## config.mk

```make
export PLATFORM = sky130hd
export DESIGN_NAME = console_link_presence_monitor_flat
export DESIGN_NICKNAME = d
export VERILOG_FILES = /design/src/hw/rtl/clpm_pkg.sv /design/src/hw/rtl/clpm_intf.sv /design/src/hw/rtl/clpm_rx.sv /design/src/hw/rtl/clpm_tx.sv /design/src/hw/rtl/console_link_presence_monitor.sv /design/src/flat_wrapper.sv
export SDC_FILE = /design/constraint.sdc
export NUM_CORES = 1
export LEC_CHECK = 0
export CELL_PAD_IN_SITES_DETAIL_PLACEMENT = 1
export CELL_PAD_IN_SITES_GLOBAL_PLACEMENT = 2
export CORE_UTILIZATION = 41
export DETAILED_ROUTE_END_ITERATION = 8
export DONT_BUFFER_PORTS = 1
export MAX_ROUTING_LAYER = met4
export PLACE_DENSITY_LB_ADDON = 0.08
export SETUP_SLACK_MARGIN = 0.05
export SYNTH_ARGS = -nofsm -noshare
export SYNTH_HDL_FRONTEND = slang
export SYNTH_SLANG_ARGS = --single-unit
```

## constraint.sdc

```tcl
create_clock -name clk -period 6.4 [get_ports clk]
set_clock_uncertainty 0.1 [all_clocks]
set_input_delay 1.28 -clock clk [delete_from_list [all_inputs] [get_ports clk]]
set_output_delay 1.28 -clock clk [all_outputs]
set_load 0.01 [all_outputs]
```

## src/hw/rtl/clpm_pkg.sv

```systemverilog
// Shared types, constants and frame byte functions of the console link presence monitor.
`timescale 1ns / 1ps

package clpm_pkg;

	// Width of the tick age counter; the age saturates at all ones.
	localparam int TICK_COUNT_BITS = 16;
	localparam int TIMEOUT_BITS    = 16;
	localparam int AGE_CMP_W       = (TICK_COUNT_BITS > TIMEOUT_BITS) ? TICK_COUNT_BITS
	                                                                  : TIMEOUT_BITS;
	localparam logic [TICK_COUNT_BITS-1:0] AGE_MAX = {TICK_COUNT_BITS{1'b1}};

	// Receive side limits.
	localparam logic [5:0] RX_POS_MAX = 6'd63;
	localparam logic [5:0] RX_MIN_LEN = 6'd24;

	// Emitted frame geometry.
	localparam int         BEACON_BYTES   = 52;
	localparam logic [5:0] FRAME_LAST_IDX = 6'(BEACON_BYTES - 1);

	// Addresses and protocol constants.
	localparam logic [47:0] FIXED_CONSOLE  = 48'h0004_C408_C854;
	localparam logic [23:0] CONSOLE_OUI    = 24'h0004C4;
	localparam logic [7:0]  ETYPE_HI       = 8'h04;
	localparam logic [7:0]  ETYPE_LO       = 8'hEE;
	localparam logic [7:0]  TYPE_ANNOUNCE  = 8'hF0;
	localparam logic [7:0]  TYPE_HEARTBEAT = 8'hF1;

	// Input item kinds.
	typedef enum logic [1:0] {
		KIND_BYTE  = 2'd0,
		KIND_TICK  = 2'd1,
		KIND_START = 2'd2,
		KIND_STOP  = 2'd3
	} kind_t;

	// Configuration register indexes.
	typedef enum logic [2:0] {
		CFG_OWN_ADDR      = 3'd0,
		CFG_CHANS         = 3'd1,
		CFG_RATE          = 3'd2,
		CFG_INTERVAL      = 3'd3,
		CFG_TIMEOUT       = 3'd4,
		CFG_SEND_ANNOUNCE = 3'd5
	} cfg_idx_t;

	// Link state machine, one-hot.
	typedef enum logic [3:0] {
		ST_IDLE       = 4'b0001,
		ST_ANNOUNCING = 4'b0010,
		ST_CONNECTED  = 4'b0100,
		ST_LOST       = 4'b1000
	} link_st_t;

	// Link state codes as reported on the result channel.
	localparam logic [1:0] LINK_IDLE       = 2'd0;
	localparam logic [1:0] LINK_ANNOUNCING = 2'd1;
	localparam logic [1:0] LINK_CONNECTED  = 2'd2;
	localparam logic [1:0] LINK_LOST       = 2'd3;

	// Verdict of the receive filter for the byte being accepted.
	typedef struct packed {
		logic        hit;
		logic [47:0] source;
	} rx_verdict_t;

	// Everything the output stage needs to deliver the results of one item.
	typedef struct packed {
		logic        frame;
		logic        hb;
		logic [4:0]  seq;
		logic [1:0]  link_state;
		logic        changed;
		logic [47:0] addr;
		logic        known;
	} tx_job_t;

	// Encode the one-hot state into its reported code.
	function automatic logic [1:0] link_code(input link_st_t s);
		logic [1:0] code;
		unique case (s)
			ST_IDLE:       code = LINK_IDLE;
			ST_ANNOUNCING: code = LINK_ANNOUNCING;
			ST_CONNECTED:  code = LINK_CONNECTED;
			ST_LOST:       code = LINK_LOST;
			default:       code = LINK_IDLE;
		endcase
		return code;
	endfunction

	// Expected console header byte at receive offsets 14 to 18.
	function automatic logic [7:0] hdr_expect(input logic [5:0] pos);
		logic [7:0] b;
		case (pos)
			6'd16:   b = 8'h04;
			6'd17:   b = 8'hEA;
			default: b = 8'h00;
		endcase
		return b;
	endfunction

	// Byte of the announce or heartbeat frame at a given offset.
	function automatic logic [7:0] tx_byte(
		input logic [5:0]  idx,
		input logic        hb,
		input logic [4:0]  seq,
		input logic [47:0] mac,
		input logic [15:0] chans,
		input logic [31:0] rate
	);
		logic [7:0] b;
		case (idx) inside
			[6'd0:6'd5]: b = 8'hFF;
			6'd6:        b = mac[47:40];
			6'd7:        b = mac[39:32];
			6'd8:        b = mac[31:24];
			6'd9:        b = mac[23:16];
			6'd10:       b = mac[15:8];
			6'd11:       b = mac[7:0];
			6'd12:       b = ETYPE_HI;
			6'd13:       b = ETYPE_LO;
			6'd19:       b = {3'b000, seq};
			6'd20:       b = hb ? TYPE_HEARTBEAT : TYPE_ANNOUNCE;
			6'd24:       b = 8'h47;
			6'd25:       b = 8'h41;
			6'd26:       b = 8'h43;
			6'd27:       b = 8'h45;
			6'd28:       b = hb ? 8'h02 : 8'h01;
			6'd29:       b = 8'h48;
			6'd30:       b = chans[15:8];
			6'd31:       b = chans[7:0];
			6'd32:       b = rate[31:24];
			6'd33:       b = rate[23:16];
			6'd34:       b = rate[15:8];
			6'd35:       b = rate[7:0];
			6'd36:       b = 8'h47;
			6'd37:       b = 8'h58;
			6'd38:       b = 8'h34;
			6'd39:       b = 8'h38;
			6'd40:       b = 8'h31;
			6'd41:       b = 8'h36;
			default:     b = 8'h00;
		endcase
		return b;
	endfunction

endpackage

```

## src/hw/rtl/clpm_intf.sv

```systemverilog
// Valid/ready channel interfaces for input items, result items and configuration writes.
`timescale 1ns / 1ps

interface clpm_in_if;
	logic       valid;
	logic       ready;
	logic [1:0] kind;
	logic [7:0] frame_byte;
	logic       frame_last;

	modport source(output valid, kind, frame_byte, frame_last, input ready);
	modport sink(input valid, kind, frame_byte, frame_last, output ready);
endinterface

interface clpm_out_if;
	logic        valid;
	logic        ready;
	logic [7:0]  out_byte;
	logic        byte_valid;
	logic        last;
	logic [1:0]  link_state;
	logic        state_changed;
	logic [47:0] console_addr;
	logic        console_known;

	modport source(output valid, out_byte, byte_valid, last, link_state, state_changed,
		console_addr, console_known, input ready);
	modport sink(input valid, out_byte, byte_valid, last, link_state, state_changed,
		console_addr, console_known, output ready);
endinterface

interface clpm_cfg_if;
	logic        valid;
	logic        ready;
	logic [2:0]  index;
	logic [47:0] data;

	modport source(output valid, index, data, input ready);
	modport sink(input valid, index, data, output ready);
endinterface

```

## src/hw/rtl/clpm_rx.sv

```systemverilog
// Receive filter: tracks the frame being received and judges it on its last byte.
`timescale 1ns / 1ps

module clpm_rx (
	input  logic                 clk,
	input  logic                 arst_n,
	input  logic                 byte_en,
	input  logic [7:0]           rx_byte,
	input  logic                 rx_last,
	input  logic [47:0]          own_addr,
	output clpm_pkg::rx_verdict_t verdict
);
	import clpm_pkg::*;

	logic [5:0]  pos_q;
	logic [47:0] src_q;
	logic [1:0]  flags_q;

	logic [5:0]  len;
	logic [47:0] src_n;
	logic [1:0]  flags_n;
	logic        type_bad;
	logic        hdr_bad;
	logic        from_fixed;
	logic        from_oui;
	logic        from_local;

	// Byte count so far, including this byte, saturating.
	assign len = (pos_q == RX_POS_MAX) ? RX_POS_MAX : pos_q + 6'd1;

	// Source address collects bytes 6 to 11.
	assign src_n = (pos_q >= 6'd6 && pos_q <= 6'd11) ? {src_q[39:0], rx_byte} : src_q;

	// EtherType and console header checks.
	assign type_bad = (pos_q == 6'd12 && rx_byte != ETYPE_HI)
		|| (pos_q == 6'd13 && rx_byte != ETYPE_LO);
	assign hdr_bad  = (pos_q >= 6'd14 && pos_q <= 6'd18) && (rx_byte != hdr_expect(pos_q));
	assign flags_n  = {flags_q[1] & ~hdr_bad, flags_q[0] & ~type_bad};

	// Frame verdict on the final byte.
	assign from_fixed = (src_n == FIXED_CONSOLE);
	assign from_oui   = (src_n[47:24] == CONSOLE_OUI);
	assign from_local = (src_n == own_addr);

	assign verdict.hit = byte_en && rx_last && (len >= RX_MIN_LEN) && flags_n[0]
		&& (from_fixed || (from_oui && flags_n[1] && !from_local));
	assign verdict.source = src_n;

	// Receive tracking registers; the last byte rearms them for the next frame.
	always_ff @(posedge clk or negedge arst_n) begin
		if (!arst_n) begin
			pos_q   <= '0;
			src_q   <= '0;
			flags_q <= 2'b11;
		end else if (byte_en) begin
			if (rx_last) begin
				pos_q   <= '0;
				src_q   <= '0;
				flags_q <= 2'b11;
			end else begin
				pos_q   <= len;
				src_q   <= src_n;
				flags_q <= flags_n;
			end
		end
	end

	// Checks are only ever cleared from the EtherType offset on.
	a_flags_early: assert property (@(posedge clk) disable iff (!arst_n)
		(pos_q < 6'd12) |-> (flags_q == 2'b11))
		else $error("receive checks cleared before the EtherType");

	// A fresh frame starts with an empty source.
	a_src_clear: assert property (@(posedge clk) disable iff (!arst_n)
		(pos_q <= 6'd6) |-> (src_q == '0))
		else $error("source not empty at frame start");

endmodule

```

## src/hw/rtl/clpm_tx.sv

```systemverilog
// Result stage: holds the results of one item and streams announce or heartbeat frame bytes.
`timescale 1ns / 1ps

module clpm_tx (
	input  logic              clk,
	input  logic              arst_n,
	input  logic              load,
	input  clpm_pkg::tx_job_t job,
	input  logic [47:0]       own_addr,
	input  logic [15:0]       chans,
	input  logic [31:0]       rate,
	output logic              free,
	clpm_out_if.source        result
);
	import clpm_pkg::*;

	logic       valid_q;
	logic [5:0] idx_q;
	tx_job_t    job_q;

	logic last_w;
	logic xfer;
	logic done;

	// Last result of the item: end of the frame, or the single status result.
	assign last_w = job_q.frame ? (idx_q == FRAME_LAST_IDX) : 1'b1;
	assign xfer   = valid_q && result.ready;
	assign done   = xfer && last_w;
	assign free   = !valid_q || done;

	// Result channel payload.
	assign result.valid         = valid_q;
	assign result.out_byte      = job_q.frame
		? tx_byte(idx_q, job_q.hb, job_q.seq, own_addr, chans, rate) : 8'h00;
	assign result.byte_valid    = job_q.frame;
	assign result.last          = last_w;
	assign result.link_state    = job_q.link_state;
	assign result.state_changed = job_q.changed;
	assign result.console_addr  = job_q.addr;
	assign result.console_known = job_q.known;

	// Occupancy and byte index.
	always_ff @(posedge clk or negedge arst_n) begin
		if (!arst_n) begin
			valid_q <= 1'b0;
			idx_q   <= '0;
		end else if (load) begin
			valid_q <= 1'b1;
			idx_q   <= '0;
		end else if (done) begin
			valid_q <= 1'b0;
		end else if (xfer) begin
			idx_q <= idx_q + 6'd1;
		end
	end

	// Job payload.
	always_ff @(posedge clk) begin
		if (load) begin
			job_q <= job;
		end
	end

	// The byte index stays inside the frame.
	a_idx_range: assert property (@(posedge clk) disable iff (!arst_n)
		(valid_q && job_q.frame) |-> (idx_q <= FRAME_LAST_IDX))
		else $error("frame byte index out of range");

	// A status-only result never advances the index.
	a_idx_status: assert property (@(posedge clk) disable iff (!arst_n)
		(valid_q && !job_q.frame) |-> (idx_q == '0))
		else $error("index moved on a status-only result");

endmodule

```

## src/hw/rtl/console_link_presence_monitor.sv

```systemverilog
// Top level of the console link presence monitor: configuration, link state and timers.
`timescale 1ns / 1ps

// Usage:
//   item   - input items: a received frame byte (with frame_last on its final byte),
//            a one millisecond tick, start or stop.
//   cfg    - register writes by index; always ready. Write only while the block is idle.
//   result - result items. An item that emits no frame gives one status result; an
//            item that triggers an announce or heartbeat gives 52 results, one frame
//            byte each, with last on the final one. Every result carries the link
//            state, the state change flag and the captured console address.
// Result timing: the first result of an item is offered in the cycle after its transfer.
// Throughput: one item per cycle while items give a single result each and result
//   ready is high. An item that emits a frame holds the result register for 52
//   transfers; the byte serializer in the result stage sets this, and the next item
//   is taken in the cycle that the last frame byte transfers.
// Reset: link state idle, not running, no console known, counters cleared, the
//   registers at their defaults (sample rate 48000, interval 100, timeout 1000).
// Stall: while the receiver holds ready low the pending result stays and item
//   ready stays low; no state moves.
module console_link_presence_monitor (
	input  logic        clk,
	input  logic        arst_n,
	clpm_in_if.sink     item,
	clpm_cfg_if.sink    cfg,
	clpm_out_if.source  result
);
	import clpm_pkg::*;

	// Configuration registers.
	logic [47:0] own_addr_q;
	logic [15:0] chans_q;
	logic [31:0] rate_q;
	logic [15:0] interval_q;
	logic [15:0] timeout_q;
	logic        send_q;

	// Link control state.
	link_st_t                   st_q;
	logic                       run_q;
	logic                       seen_q;
	logic [47:0]                cons_q;
	logic [TICK_COUNT_BITS-1:0] age_q;
	logic [15:0]                left_q;
	logic [4:0]                 seq_q;

	// Next-state values.
	link_st_t                   st_n;
	logic                       run_n;
	logic                       seen_n;
	logic [47:0]                cons_n;
	logic [TICK_COUNT_BITS-1:0] age_n;
	logic [15:0]                left_n;
	logic [4:0]                 seq_n;
	logic                       iter;
	logic                       live;
	tx_job_t                    job;

	logic        take;
	logic        tx_free;
	kind_t       kind_w;
	rx_verdict_t verdict;

	assign cfg.ready  = 1'b1;
	assign item.ready = tx_free;
	assign take       = item.valid && item.ready;
	assign kind_w     = kind_t'(item.kind);

	// Configuration writes.
	always_ff @(posedge clk or negedge arst_n) begin
		if (!arst_n) begin
			own_addr_q <= '0;
			chans_q    <= '0;
			rate_q     <= 32'd48000;
			interval_q <= 16'd100;
			timeout_q  <= 16'd1000;
			send_q     <= 1'b0;
		end else if (cfg.valid) begin
			unique case (cfg_idx_t'(cfg.index))
				CFG_OWN_ADDR:      own_addr_q <= cfg.data;
				CFG_CHANS:         chans_q    <= cfg.data[15:0];
				CFG_RATE:          rate_q     <= cfg.data[31:0];
				CFG_INTERVAL:      interval_q <= cfg.data[15:0];
				CFG_TIMEOUT:       timeout_q  <= cfg.data[15:0];
				CFG_SEND_ANNOUNCE: send_q     <= cfg.data[0];
				default: ;
			endcase
		end
	end

	// Receive filter.
	clpm_rx u_rx (
		.clk     (clk),
		.arst_n  (arst_n),
		.byte_en (take && (kind_w == KIND_BYTE)),
		.rx_byte (item.frame_byte),
		.rx_last (item.frame_last),
		.own_addr(own_addr_q),
		.verdict (verdict)
	);

	// Item handling, then one announce and state check iteration when due.
	always_comb begin
		st_n   = st_q;
		run_n  = run_q;
		seen_n = seen_q;
		cons_n = cons_q;
		age_n  = age_q;
		left_n = left_q;
		seq_n  = seq_q;
		iter   = 1'b0;

		case (kind_w)
			KIND_BYTE: begin
				if (verdict.hit) begin
					if (!seen_q) begin
						cons_n = verdict.source;
					end
					seen_n = 1'b1;
					age_n  = '0;
				end
			end
			KIND_TICK: begin
				if (age_q != AGE_MAX) begin
					age_n = age_q + TICK_COUNT_BITS'(1);
				end
				if (run_q) begin
					if (left_q > 16'd1) begin
						left_n = left_q - 16'd1;
					end else begin
						iter = 1'b1;
					end
				end
			end
			KIND_START: begin
				if (!run_q) begin
					run_n  = 1'b1;
					seen_n = 1'b0;
					seq_n  = '0;
					st_n   = ST_ANNOUNCING;
					iter   = 1'b1;
				end
			end
			KIND_STOP: begin
				if (run_q) begin
					run_n = 1'b0;
					st_n  = ST_IDLE;
				end
			end
			default: ;
		endcase

		job.frame = iter && send_q;
		job.hb    = (st_n == ST_CONNECTED);
		job.seq   = seq_n;
		live      = seen_n && (AGE_CMP_W'(age_n) < AGE_CMP_W'(timeout_q));

		if (iter) begin
			if (send_q) begin
				seq_n = seq_n + 5'd1;
			end
			if (live && st_n != ST_CONNECTED) begin
				st_n = ST_CONNECTED;
			end else if (!live && st_n == ST_CONNECTED) begin
				st_n = ST_LOST;
			end
			left_n = (interval_q == '0) ? 16'd1 : interval_q;
		end

		job.link_state = link_code(st_n);
		job.changed    = (st_n != st_q);
		job.addr       = seen_n ? cons_n : '0;
		job.known      = seen_n;
	end

	// Link control registers advance on each transfer.
	always_ff @(posedge clk or negedge arst_n) begin
		if (!arst_n) begin
			st_q   <= ST_IDLE;
			run_q  <= 1'b0;
			seen_q <= 1'b0;
			cons_q <= '0;
			age_q  <= '0;
			left_q <= '0;
			seq_q  <= '0;
		end else if (take) begin
			st_q   <= st_n;
			run_q  <= run_n;
			seen_q <= seen_n;
			cons_q <= cons_n;
			age_q  <= age_n;
			left_q <= left_n;
			seq_q  <= seq_n;
		end
	end

	// Result stage.
	clpm_tx u_tx (
		.clk     (clk),
		.arst_n  (arst_n),
		.load    (take),
		.job     (job),
		.own_addr(own_addr_q),
		.chans   (chans_q),
		.rate    (rate_q),
		.free    (tx_free),
		.result  (result)
	);

	// The link reads idle exactly while the block is stopped.
	a_idle_run: assert property (@(posedge clk) disable iff (!arst_n)
		(st_q == ST_IDLE) == !run_q)
		else $error("link state and running flag disagree");

	// No console address is reported before one is known.
	a_addr_known: assert property (@(posedge clk) disable iff (!arst_n)
		(result.valid && !result.console_known) |-> (result.console_addr == '0))
		else $error("console address shown while unknown");

endmodule
```

## src/flat_wrapper.sv

```systemverilog
// flat-port wrapper written by rule: the top's interface ports become plain ports
module console_link_presence_monitor_flat import clpm_pkg::*;
  (clk, arst_n, item_valid, item_kind, item_frame_byte, item_frame_last, item_ready, cfg_valid, cfg_index, cfg_data, cfg_ready, result_valid, result_out_byte, result_byte_valid, result_last, result_link_state, result_state_changed, result_console_addr, result_console_known, result_ready);
  clpm_in_if item_i ();
  clpm_cfg_if cfg_i ();
  clpm_out_if result_i ();
  input  logic clk;
  input  logic arst_n;
  input wire logic [$bits(item_i.valid)-1:0] item_valid;
  input wire logic [$bits(item_i.kind)-1:0] item_kind;
  input wire logic [$bits(item_i.frame_byte)-1:0] item_frame_byte;
  input wire logic [$bits(item_i.frame_last)-1:0] item_frame_last;
  output wire logic [$bits(item_i.ready)-1:0] item_ready;
  input wire logic [$bits(cfg_i.valid)-1:0] cfg_valid;
  input wire logic [$bits(cfg_i.index)-1:0] cfg_index;
  input wire logic [$bits(cfg_i.data)-1:0] cfg_data;
  output wire logic [$bits(cfg_i.ready)-1:0] cfg_ready;
  output wire logic [$bits(result_i.valid)-1:0] result_valid;
  output wire logic [$bits(result_i.out_byte)-1:0] result_out_byte;
  output wire logic [$bits(result_i.byte_valid)-1:0] result_byte_valid;
  output wire logic [$bits(result_i.last)-1:0] result_last;
  output wire logic [$bits(result_i.link_state)-1:0] result_link_state;
  output wire logic [$bits(result_i.state_changed)-1:0] result_state_changed;
  output wire logic [$bits(result_i.console_addr)-1:0] result_console_addr;
  output wire logic [$bits(result_i.console_known)-1:0] result_console_known;
  input wire logic [$bits(result_i.ready)-1:0] result_ready;
  assign item_i.valid = item_valid;
  assign item_i.kind = item_kind;
  assign item_i.frame_byte = item_frame_byte;
  assign item_i.frame_last = item_frame_last;
  assign item_ready = item_i.ready;
  assign cfg_i.valid = cfg_valid;
  assign cfg_i.index = cfg_index;
  assign cfg_i.data = cfg_data;
  assign cfg_ready = cfg_i.ready;
  assign result_valid = result_i.valid;
  assign result_out_byte = result_i.out_byte;
  assign result_byte_valid = result_i.byte_valid;
  assign result_last = result_i.last;
  assign result_link_state = result_i.link_state;
  assign result_state_changed = result_i.state_changed;
  assign result_console_addr = result_i.console_addr;
  assign result_console_known = result_i.console_known;
  assign result_i.ready = result_ready;
  console_link_presence_monitor u_core (.clk(clk), .arst_n(arst_n), .item(item_i), .cfg(cfg_i), .result(result_i));
endmodule
```

==> reports/qor.yml, run 1 <==
worst_setup_path:
  worstPathRequired_ps: 6620
  r2r-start: "u_core.u_rx.pos_q[0]$_DFFE_PN0P_"
  path_cells: "ha_1 -> or3b_1 -> o2111ai_4 -> buf_4 -> o41ai_1 -> o2111ai_1 -> o21ai_2 -> and2_4 -> a22o_1 -> ha_1 -> a21o_1 -> a21o_1 -> a21o_1 -> a2111oi_1 -> o21ai_0 -> o21ai_0 -> nand2_1 -> and3_1"
  cp-end-kind: "register"
  r2r-end: "u_core.u_tx.result.link_state[0]$_DFFE_PP_"
  cp-startpoint: "u_core.u_rx.pos_q[0]$_DFFE_PN0P_"
  crit_slowest_cell: "dfrtp_1"
  crit_type: "reg2reg"
  worst_ep_arrival_time_ps: 6100
  start_kind: "register"
  crit_buf_inv: 1
  r2r_slack_ps: 510
  cp_slowest_stage_delay_ps: 540
  path_common_cell: "a21o_1"
  r2r_cells: 18
  critPathTopFamily: "compound AO/OA/AOI/OAI gates"
  crit_fanout: 25
clock_network:
  clock_latency_ps: 570
  cts_htree_levels: 2
  clkSinkCount: 342
  postCtsSetupBuffers: 0
  cts_root_buf: "clkbuf_16"
  clockBufferDepth: 3
  cts_tree: "built"
  cts_made_buffers: 41
  cts.clk_slew.worst_paths_ps: 60
  ctsHoldBuffers: 0
synthesis:
  syn-num-nets: 2069
  ys_warn_count: 0
  synth_area_per_cell_um2: 9.59
  synth_common_cells: "dfrtp_1 (264), nand2_1 (243), o21ai_0 (167)"
  synth_cell_types: 85
  ys_dominant_reg_cell: "dfrtp_1"
  ys_top_cells_by_area: "dfrtp_1 (35%), edfxtp_1 (9.4%), mux2_2 (7.4%)"
  synth_edf_count: 59
  netlist_area_um2: 18900
  async_flop_share: 0.827
  synth_cells: 1969
  synth_top_area_cell: "dfrtp_1"
  synth_top_area_frac: 0.350
  yosysSeqAreaShare: 0.470
  yosysMostFrequentCell: "dfrtp_1"
  ys_ff_latch: 342
global_routing:
  grt_max_degree: 284
  track_usage: 0.290
  grt_overflow: 0
  grt_pass1_wl_um: 99700
  antenna_found_initial: 0
  grt_pass1_vias: 15400
floorplanning:
  dieHeight_um: 217
  placementRows: 78
  io_pins: 132
  start_util: 0.416
  die_x_um: 217
  die-area_um2: 46900
  coreArea_um2: 45400
placement:
  portBuffers: 0
  hpwl_um: 46500
  place_congestion: 1.02
  post_dp_cell_area_um2: 19000
sta:
  finalHoldViolCount: 0
  holdWs_ps: 325
  max_slew_margin: 0.154
  slew_violations: 0
  period_needed_ps: 5890
  setup_tns_ps: 0
  fmax_ghz: 0.170
  timing.final.crit_share: 0.920
  setup_violations: 0
  worst_pin_slew_ps: 1270
  grt_setup_unrepaired: "no"
run:
  drv_cap: 0
run_status:
  outcome: "finished clean"
finish:
  drive_gt1_frac: 0.137
  syn_to_final_growth_pct: 8.27
  design_area_um2: 20400
  antenna_cells: 0
  nets: 1953
routing:
  drc_errors: 0
  vias_per_cell: 6.00
  drt-initial-drc-count: 1081
  vias: 14900
  drtAntennaViolNets: 0
  totalWireLength_um: 65800
  firstDrtPassIters: 6
  wl_per_cell_um: 26.5
min_path:
  hp-class: "in2async"
power_and_ir_drop:
  p_leak_uw: 0.00842
  vdd_drop_max_v: 0.000230
  power_density_nw_per_um2: 327
## placed cells by master, fill, tap and decap left out, drive strengths merged, types with 11 or more instances in the layout
| cell type | n |
|---|---|
| dfrtp | 264 |
| nand2 | 246 |
| o21ai | 170 |
| mux2 | 124 |
| nor2 | 95 |
| inv | 86 |
| a21oi | 82 |
| clkbuf | 64 |
| and2 | 63 |
| edfxtp | 59 |
| a22oi | 57 |
| nor2b | 48 |
| nand3 | 34 |
| ha | 33 |
| nand2b | 32 |
| nand4 | 32 |
| nor3 | 27 |
| buf | 26 |
| xor2 | 22 |
| xnor2 | 22 |
| nor4 | 21 |
| dfstp | 19 |
| a31oi | 18 |
| a2111oi | 16 |
| o221ai | 15 |
| o2111ai | 14 |
| a22o | 11 |
| a211oi | 11 |
## report_power, final
part           switching (uW)  internal [uW]
clock network             936           1560
logic                     648            522
registers                 472           2550
## metrics by stage
stage / utilization / total power, uW / std cells / worst slack (ps)
2_1_floorplan: - / 3740 / 1969 / 1140
3_3_place_gp: 0.418 / 4170 / 2409 / 663
3_5_place_dp: 0.418 / 4210 / 2409 / 386
4_1_cts: 0.450 / 6740 / 2485 / 385
5_1_grt: 0.450 / 7000 / 2486 / 85.5
6_report: 0.450 / 6690 / 2486 / 513
## registers in the layout, indices dropped and copies added, names as in the netlist, 16 cells and up
register	cells
u_core.left_q	16
u_core.cons_q	48
u_core.age_q	16
u_core.u_tx.result.console_addr	48
u_core.interval_q	16
u_core.own_addr_q	48
u_core.u_rx.src_q	48
u_core.chans_q	16
u_core.rate_q	32
u_core.timeout_q	16
## logic make-up (layout without fill, tap and decap cells)
family          after synthesis  count (layout)  share of synthesized area
buf+inv                     271             187                     0.0656
simple gates                651             651                      0.172
mux                         132             132                     0.0782
fa+ha+maj                    33              33                     0.0219
xor+xnor                     44              44                     0.0204
other cells                   1               1                   0.000199
flops                       342             342                      0.470
compound gates              495             496                      0.171
## layer usage
metal	wire length, um	global-route usage
met1	29400	0.380
met2	31700	0.467
met3	3100	0.0491
met4	1550	0.0725
met5	0	-
## worst max-delay path by stage
stage,end,slack (ps),depth (start not counted)
final,u_core.u_tx.result.link_state[0]$_DFFE_PP_,510,18
after global routing,u_core.u_tx.result.link_state[0]$_DFFE_PP_,90,18
after CTS,u_core.u_tx.result.link_state[0]$_DFFE_PP_,390,20
after detailed placement,u_core.u_tx.result.link_state[0]$_DFFE_PP_,390,20
after global placement,u_core.u_tx.result.link_state[0]$_DFFE_PP_,660,17
after floorplan,u_core.u_tx.result.state_changed$_DFFE_PP_,1140,18
## area by class of cell
cell class,instances,area [um^2]
sequential,342,8880
multi-input combinational,1357,8830
tap,600,751
clock buffer,64,1260
inverter,85,324
fill,5059,24900
timing repair buffer,26,195
clock inverter,12,195
## timing repair
action                                  4_1_cts  5_1_grt
endpoints found under the setup margin        0        7
hold endpoints to repair                      0        0
resized for setup                             0        1
(Power assumes the default switching activity.)
==> run 2, diff against run 1 <==
--- a/config.mk
+++ b/config.mk
@@ -12,7 +12,9 @@
 export DONT_BUFFER_PORTS = 1
 export MAX_ROUTING_LAYER = met4
 export PLACE_DENSITY_LB_ADDON = 0.08
+export RECOVER_POWER = 50
 export SETUP_SLACK_MARGIN = 0.05
 export SYNTH_ARGS = -nofsm -noshare
 export SYNTH_HDL_FRONTEND = slang
 export SYNTH_SLANG_ARGS = --single-unit
+export TNS_END_PERCENT = 100
==> constraint.sdc (replaced) <==
create_clock -name clk -period 6.4 [get_ports clk]
set_clock_uncertainty 0.1 [all_clocks]
set_input_delay 0.96 -clock clk [delete_from_list [all_inputs] [get_ports clk]]
set_output_delay 0.96 -clock clk [all_outputs]
set_load 0.01 [all_outputs]
==> run 2 against run 1 <==
- the flow now finishes with violations (max-capacitance violations, max-slew violations)
- worst hold slack worse by 280 ps
- non-clock buffer count is 1 lower
- routed wire length rose by 0.71%
- power shrank 0.58%
- sequential power hardly changed
- cell area shrank 0.51%
- register-to-register slack gained 30 ps
- largest cell class unchanged
- first-iteration DRC count up 1.2%
- sequential share of layout area up 0.22 points
- critical path type unchanged
==> reports/qor.yml, run 2 (synthesis results as in run 1) <==
finish:
  layout_common_cells: "dfrtp_1 (264), nand2_1 (242), o21ai_0 (167)"
  n_fill_cell: 5129  # +1.4%
  nets: 1951  # -0.10%
  area.sequential_um2: 8880  # unchanged
  final_common_cell: "dfrtp_1"
  drive_gt1_frac: 0.131  # -0.00622
  design_area_um2: 20300  # -0.51%
  multi_input_area_um2: 8790  # -0.41%
  syn_to_final_growth_pct: 7.72
  finish.utilization: 0.448  # -0.00229
  antenna_cells: 0  # unchanged
placement:
  place_congestion: 0.941  # -7.3%
  portBuffers: 0  # unchanged
  place_ws_ps: 585  # +199 ps
  hpwl_um: 45800  # -1.5%
  post_dp_cell_area_um2: 18900  # -0.13%
sta:
  period_needed_ps: 5850  # -34.5 ps
  setup_tns_ps: 0  # unchanged
  worst_pin_slew_ps: 4280  # +3010 ps
  slew_violations: 231  # +231
  grt_setup_unrepaired: "no"
  finalWorstSetupSlack_ps: 548  # +34.5 ps
  setup_violations: 0  # unchanged
  finalHoldViolCount: 0  # unchanged
  fmax_ghz: 0.171  # +0.59%
  max_slew_margin: -1.85  # -2.01
  timing.final.crit_share: 0.914  # -0.00540
worst_setup_path:
  worstPathRequired_ps: 6620  # about the same
  cp-end-kind: "register"
  start_kind: "register"
  r2r_slack_ps: 550  # +30 ps
  crit_fanout: 27  # +8.0%
  worst_ep_arrival_time_ps: 6080  # -20 ps
  crit_type: "reg2reg"
power_and_ir_drop:
  vdd_drop_max_v: 0.000243  # +5.5%
  p_leak_uw: 0.00835  # -0.90%
  power_density_nw_per_um2: 327  # about the same
  total_power_uw: 6650  # -0.58%
global_routing:
  grt_pass1_wl_um: 99600  # about the same
  grt_pass1_vias: 15200  # -0.84%
  grt_overflow: 0  # unchanged
  track_usage: 0.290  # -0.000437
  grt_max_degree: 284  # unchanged
  antenna_found_initial: 0  # unchanged
clock_network:
  clockBufferDepth: 3  # unchanged
  cts_made_buffers: 41  # unchanged
  cts_root_buf: "clkbuf_16"
  cts_htree_levels: 2  # unchanged
  clock_latency_ps: 570  # about the same
  post_cts_resized: 0  # unchanged
  clkSinkCount: 342  # unchanged
  cts_tree: "built"
  postCtsSetupBuffers: 0  # unchanged
  cts.clk_slew.worst_paths_ps: 60  # about the same
routing:
  firstDrtPassIters: 5  # -1
  vias_per_cell: 6.01  # +0.21%
  vias: 14900  # +0.13%
  wl_per_cell_um: 26.7  # +0.79%
  drt-initial-drc-count: 1094  # +1.2%
  drtAntennaViolNets: 0  # unchanged
  totalWireLength_um: 66200  # +0.71%
  drc_errors: 0  # unchanged
floorplanning:
  die_x_um: 217  # unchanged
  die-area_um2: 46900  # unchanged
  io_pins: 132  # unchanged
  placementRows: 78  # unchanged
  start_util: 0.416  # unchanged
  coreArea_um2: 45400  # unchanged
  dieHeight_um: 217  # unchanged
run:
  drv_cap: 5  # +5
run_status:
  outcome: "finished, violations left"
  violations: "max-capacitance violations, max-slew violations"
min_path:
  hp-class: "in2async"
run 2: metal layers:
layer,vias to the layer above,global-route usage,routed length (um)
met3,91,0.0408,3230
met1,7724,0.387,29800
met5,-,-,0
met2,362,0.459,31500
met4,0,0.0824,1700
li1,6753,-,-
run 2: worst paths after layout:
kind / from / endpoint / cells after the start
setup / recovery: u_core.u_tx.idx_q[0]$_DFFE_PN0P_ / u_core.u_tx.result.state_changed$_DFFE_PP_ / 22
max in group asynchronous: arst_n / u_core.left_q[0]$_DFFE_PN0P_ / 1
min in group clk: u_core.cons_q[26]$_DFFE_PN0P_ / u_core.cons_q[26]$_DFFE_PN0P_ / 1
hold / removal: arst_n / u_core.age_q[6]$_DFFE_PN0P_ / 0
hold reg to reg: u_core.cons_q[26]$_DFFE_PN0P_ / u_core.cons_q[26]$_DFFE_PN0P_ / 1
setup reg to reg: u_core.u_tx.idx_q[0]$_DFFE_PN0P_ / u_core.u_tx.result.state_changed$_DFFE_PP_ / 22
run 2: through the flow:
step                hold slack [ps]  std cells
CTS                           -33.1       2481
global placement                342       2405
finish                         44.4       2484
detailed placement              350       2405
floorplan                       323       1969
global route                   7.10       2484
run 2: layout make-up:
type                            count  area share
Sequential cell                   342       0.437
Timing Repair Buffer               25     0.00843
Clock buffer                       52      0.0561
Inverter                           85      0.0159
Multi-Input combinational cell   1356       0.432
Clock inverter                     24      0.0135
Tap cell                          600      0.0369
run 2: worst max-delay path: stages, from the launching register on:
cell	delay [ps]
dfrtp_1	470
ha_1	200
or3b_1	490
o21ai_4	280
nand2_2	100
nand2_4	110
nand2_4	90
clkinv_4	240
nand3_2	130
nand4b_1	210
a21oi_2	230
o21ai_2	100
and2_4	230
a22o_1	260
ha_1	310
a21o_1	180
a21o_1	170
a21o_1	180
a2111oi_0	480
o21ai_0	200
o21ai_0	350
nand3b_1	130
a221o_1	310
run 2: report_power, final:
| part | internal (uW) | switching, uW | total [uW] | leakage (uW) |
|---|---|---|---|---|
| Sequential | 2550 | 458 | 3010 | 0.00400 |
| Combinational | 520 | 654 | 1170 | 0.00367 |
| Clock | 1480 | 992 | 2470 | 0.000677 |
==> run 3, diff against run 2 <==
==> constraint.sdc (replaced) <==
create_clock -name clk -period 6.4 [get_ports clk]
set_clock_uncertainty 0.1 [all_clocks]
set_input_delay 0.64 -clock clk [delete_from_list [all_inputs] [get_ports clk]]
set_output_delay 0.64 -clock clk [all_outputs]
set_load 0.01 [all_outputs]
==> run 3 against run 2 <==
- the run ends with negative hold slack, max-capacitance violations, max-slew violations left
- cell area about the same
- critical path depth did not move
- setup slack better by 53 ps
- non-clock buffer count fell by 3
- combinational power is essentially flat
- sequential share of layout area barely moved
- via count down 0.80%
- clock-buffer cell count fell by 4
- flip-flop and latch count unchanged
- final cell count shrank 0.20%
- routed wire length shrank 1.7%
==> reports/qor.yml, run 3 (synthesis results as in run 1) <==
run_status:
  outcome: "finished, violations left"
  violations: "negative hold slack, max-capacitance violations, max-slew violations"
clock_network:
  cts_made_buffers: 40  # -2.4%
  cts_root_buf: "clkbuf_16"
  cts_htree_levels: 2  # unchanged
  postCtsSetupBuffers: 0  # unchanged
  clockBufferDepth: 3  # unchanged
  clkSinkCount: 342  # unchanged
  post_cts_resized: 0  # unchanged
  cts.clk_slew.worst_paths_ps: 60  # about the same
  clock_latency_ps: 580  # about the same
  cts_tree: "built"
routing:
  firstDrtPassIters: 7  # +2
  vias: 14800  # -0.80%
  totalWireLength_um: 65100  # -1.7%
  drc_errors: 0  # unchanged
  drtAntennaViolNets: 0  # unchanged
  vias_per_cell: 5.97  # -0.60%
  wl_per_cell_um: 26.3  # -1.5%
  drt-initial-drc-count: 1160  # +6.0%
placement:
  place_congestion: 0.952  # +1.2%
  hpwl_um: 46000  # +0.37%
  portBuffers: 0  # unchanged
  place_ws_ps: 652  # +67.2 ps
worst_setup_path:
  worstPathRequired_ps: 6620  # about the same
  path_cells: "ha_1 -> or3b_1 -> o21ai_4 -> nand2_2 -> nand2_4 -> nand2_4 -> clkinv_4 -> nand3_2 -> nand4b_1 -> a21oi_2 -> o21ai_2 -> and2_4 -> a22o_1 -> ha_1 -> a21o_1 -> a21o_1 -> a21o_1 -> a2111oi_0 -> o21ai_0 -> o21ai_0 -> nand2_1 -> and3_1"
  crit_type: "reg2reg"
  crit_slowest_cell: "or3b_1"
  crit_buf_inv: 1  # unchanged
  critPathTopFamily: "compound AO/OA/AOI/OAI gates"
  cp-end-kind: "register"
  worst_ep_arrival_time_ps: 6020  # -60 ps
  path_common_cell: "a21o_1"
  start_kind: "register"
  crit_fanout: 37  # +37%
  cp_slowest_stage_delay_ps: 490  # about the same
finish:
  area.sequential_um2: 8880  # unchanged
  layout_common_cells: "dfrtp_1 (264), nand2_1 (242), o21ai_0 (167)"
  antenna_cells: 0  # unchanged
  drive_gt1_frac: 0.131  # +0.000347
  final_common_cell: "dfrtp_1"
  syn_to_final_growth_pct: 7.66  # about the same
  n_fill_cell: 5092  # -0.72%
  finish.utilization: 0.448  # about the same
  multi_input_area_um2: 8790  # unchanged
  nets: 1947  # -0.21%
floorplanning:
  io_pins: 132  # unchanged
  die-area_um2: 46900  # unchanged
  start_util: 0.416  # unchanged
  dieHeight_um: 217  # unchanged
  die_x_um: 217  # unchanged
  placementRows: 78  # unchanged
  coreArea_um2: 45400  # unchanged
sta:
  period_needed_ps: 5800  # -53.4 ps
  setup_tns_ps: 0  # unchanged
  max_slew_margin: -1.26  # +0.591
  finalWorstSetupSlack_ps: 601  # +53.4 ps
  grt_setup_unrepaired: "no"
  setup_violations: 0  # unchanged
  timing.final.crit_share: 0.906  # -0.00835
  finalHoldViolCount: 266  # +266
  slew_violations: 99  # -57%
  worst_pin_slew_ps: 3390  # -886 ps
  holdWs_ps: -330  # -375 ps
  fmax_ghz: 0.172  # +0.92%
min_path:
  hp-class: "in2async"
global_routing:
  track_usage: 0.290  # +0.000486
  antenna_found_initial: 0  # unchanged
  grt_pass1_vias: 15500  # +1.9%
  grt_max_degree: 284  # unchanged
  grt_overflow: 0  # unchanged
  grt_pass1_wl_um: 99700  # +0.14%
run:
  drv_cap: 2  # -3
power_and_ir_drop:
  p_leak_uw: 0.00835  # about the same
  vdd_drop_max_v: 0.000249  # +2.3%
  power_density_nw_per_um2: 328  # +0.24%
-- run 3: cell types whose count changed in the layout (fill, tap and decap cells not counted), moves of 2 or more --
cell | previous run | this run
clkinv_4 | 4 | 2
bufinv_16 | 5 | 8
clkbuf_16 | 44 | 41
clkinv_2 | 4 | 6
clkbuf_1 | 12 | 9
-- run 3: routing by layer --
metal	part of all wire	routed length [um]	global-route usage	up-vias
met4	0.024	1580	0.0803	0
met2	0.48	31300	0.466	313
met5	0	0	-	-
li1	-	-	-	6767
met1	0.45	29300	0.381	7635
met3	0.044	2870	0.0456	95
-- run 3: area by class of cell --
type | count | area share
clock buffer | 48 | 0.0528
clock inverter | 26 | 0.0174
inverter | 85 | 0.0159
multi-input combinational | 1356 | 0.433
sequential | 342 | 0.437
tap | 600 | 0.0369
timing repair buffer | 22 | 0.00739
-- run 3: worst reg2reg max path: stages, from the launching register on --
cell       delay (ps)
dfrtp_1           450
ha_1              200
or3b_1            490
o21ai_4           280
nand2_2           110
nand2_4           110
nand2_4            70
clkinv_4          270
nand3_2           190
nand4b_1          230
a21oi_2           210
o21ai_2            90
and2_4            230
a22o_1            260
ha_1              310
a21o_1            190
a21o_1            170
a21o_1            180
a2111oi_0         450
o21ai_0           160
o21ai_0           350
nand2_1           260
and3_1            210
-- run 3: through the flow --
stage | power, uW | cells | hold WS [ps] | cell area, um^2
final | 6660 | 2479 | -330 | 20300
after global routing | 6980 | 2479 | -354 | 20300
after CTS | 6730 | 2479 | -365 | 20400
after detailed placement | 4200 | 2405 | 257 | 18900
after global placement | 4170 | 2405 | 255 | 18900
after floorplan | 3740 | 1969 | 244 | 18900
-- run 3: final timing paths --
| check | startpoint | to | slack, ps | cells past startpoint |
|---|---|---|---|---|
| worst max register to register | u_core.u_tx.idx_q[0]$_DFFE_PN0P_ | u_core.u_tx.result.link_state[0]$_DFFE_PP_ | 600 | 22 |
| max in group asynchronous | arst_n | u_core.age_q[7]$_DFFE_PN0P_ | 5990 | 0 |
| min in group clk | item_valid | u_core.u_tx.result.valid$_DFFE_PN0P_ | 60 | 2 |
| worst max-delay path | u_core.u_tx.idx_q[0]$_DFFE_PN0P_ | u_core.u_tx.result.link_state[0]$_DFFE_PP_ | 600 | 22 |
| worst min-delay path | arst_n | u_core.cons_q[15]$_DFFE_PN0P_ | -330 | 0 |
| worst min register to register | u_core.cons_q[30]$_DFFE_PN0P_ | u_core.cons_q[30]$_DFFE_PN0P_ | 350 | 1 |
-- run 3: where the power goes --
group | switching, uW | internal (uW)
Combinational | 640 | 519
Clock | 968 | 1530
Sequential | 458 | 2550
Total | 2070 | 4600
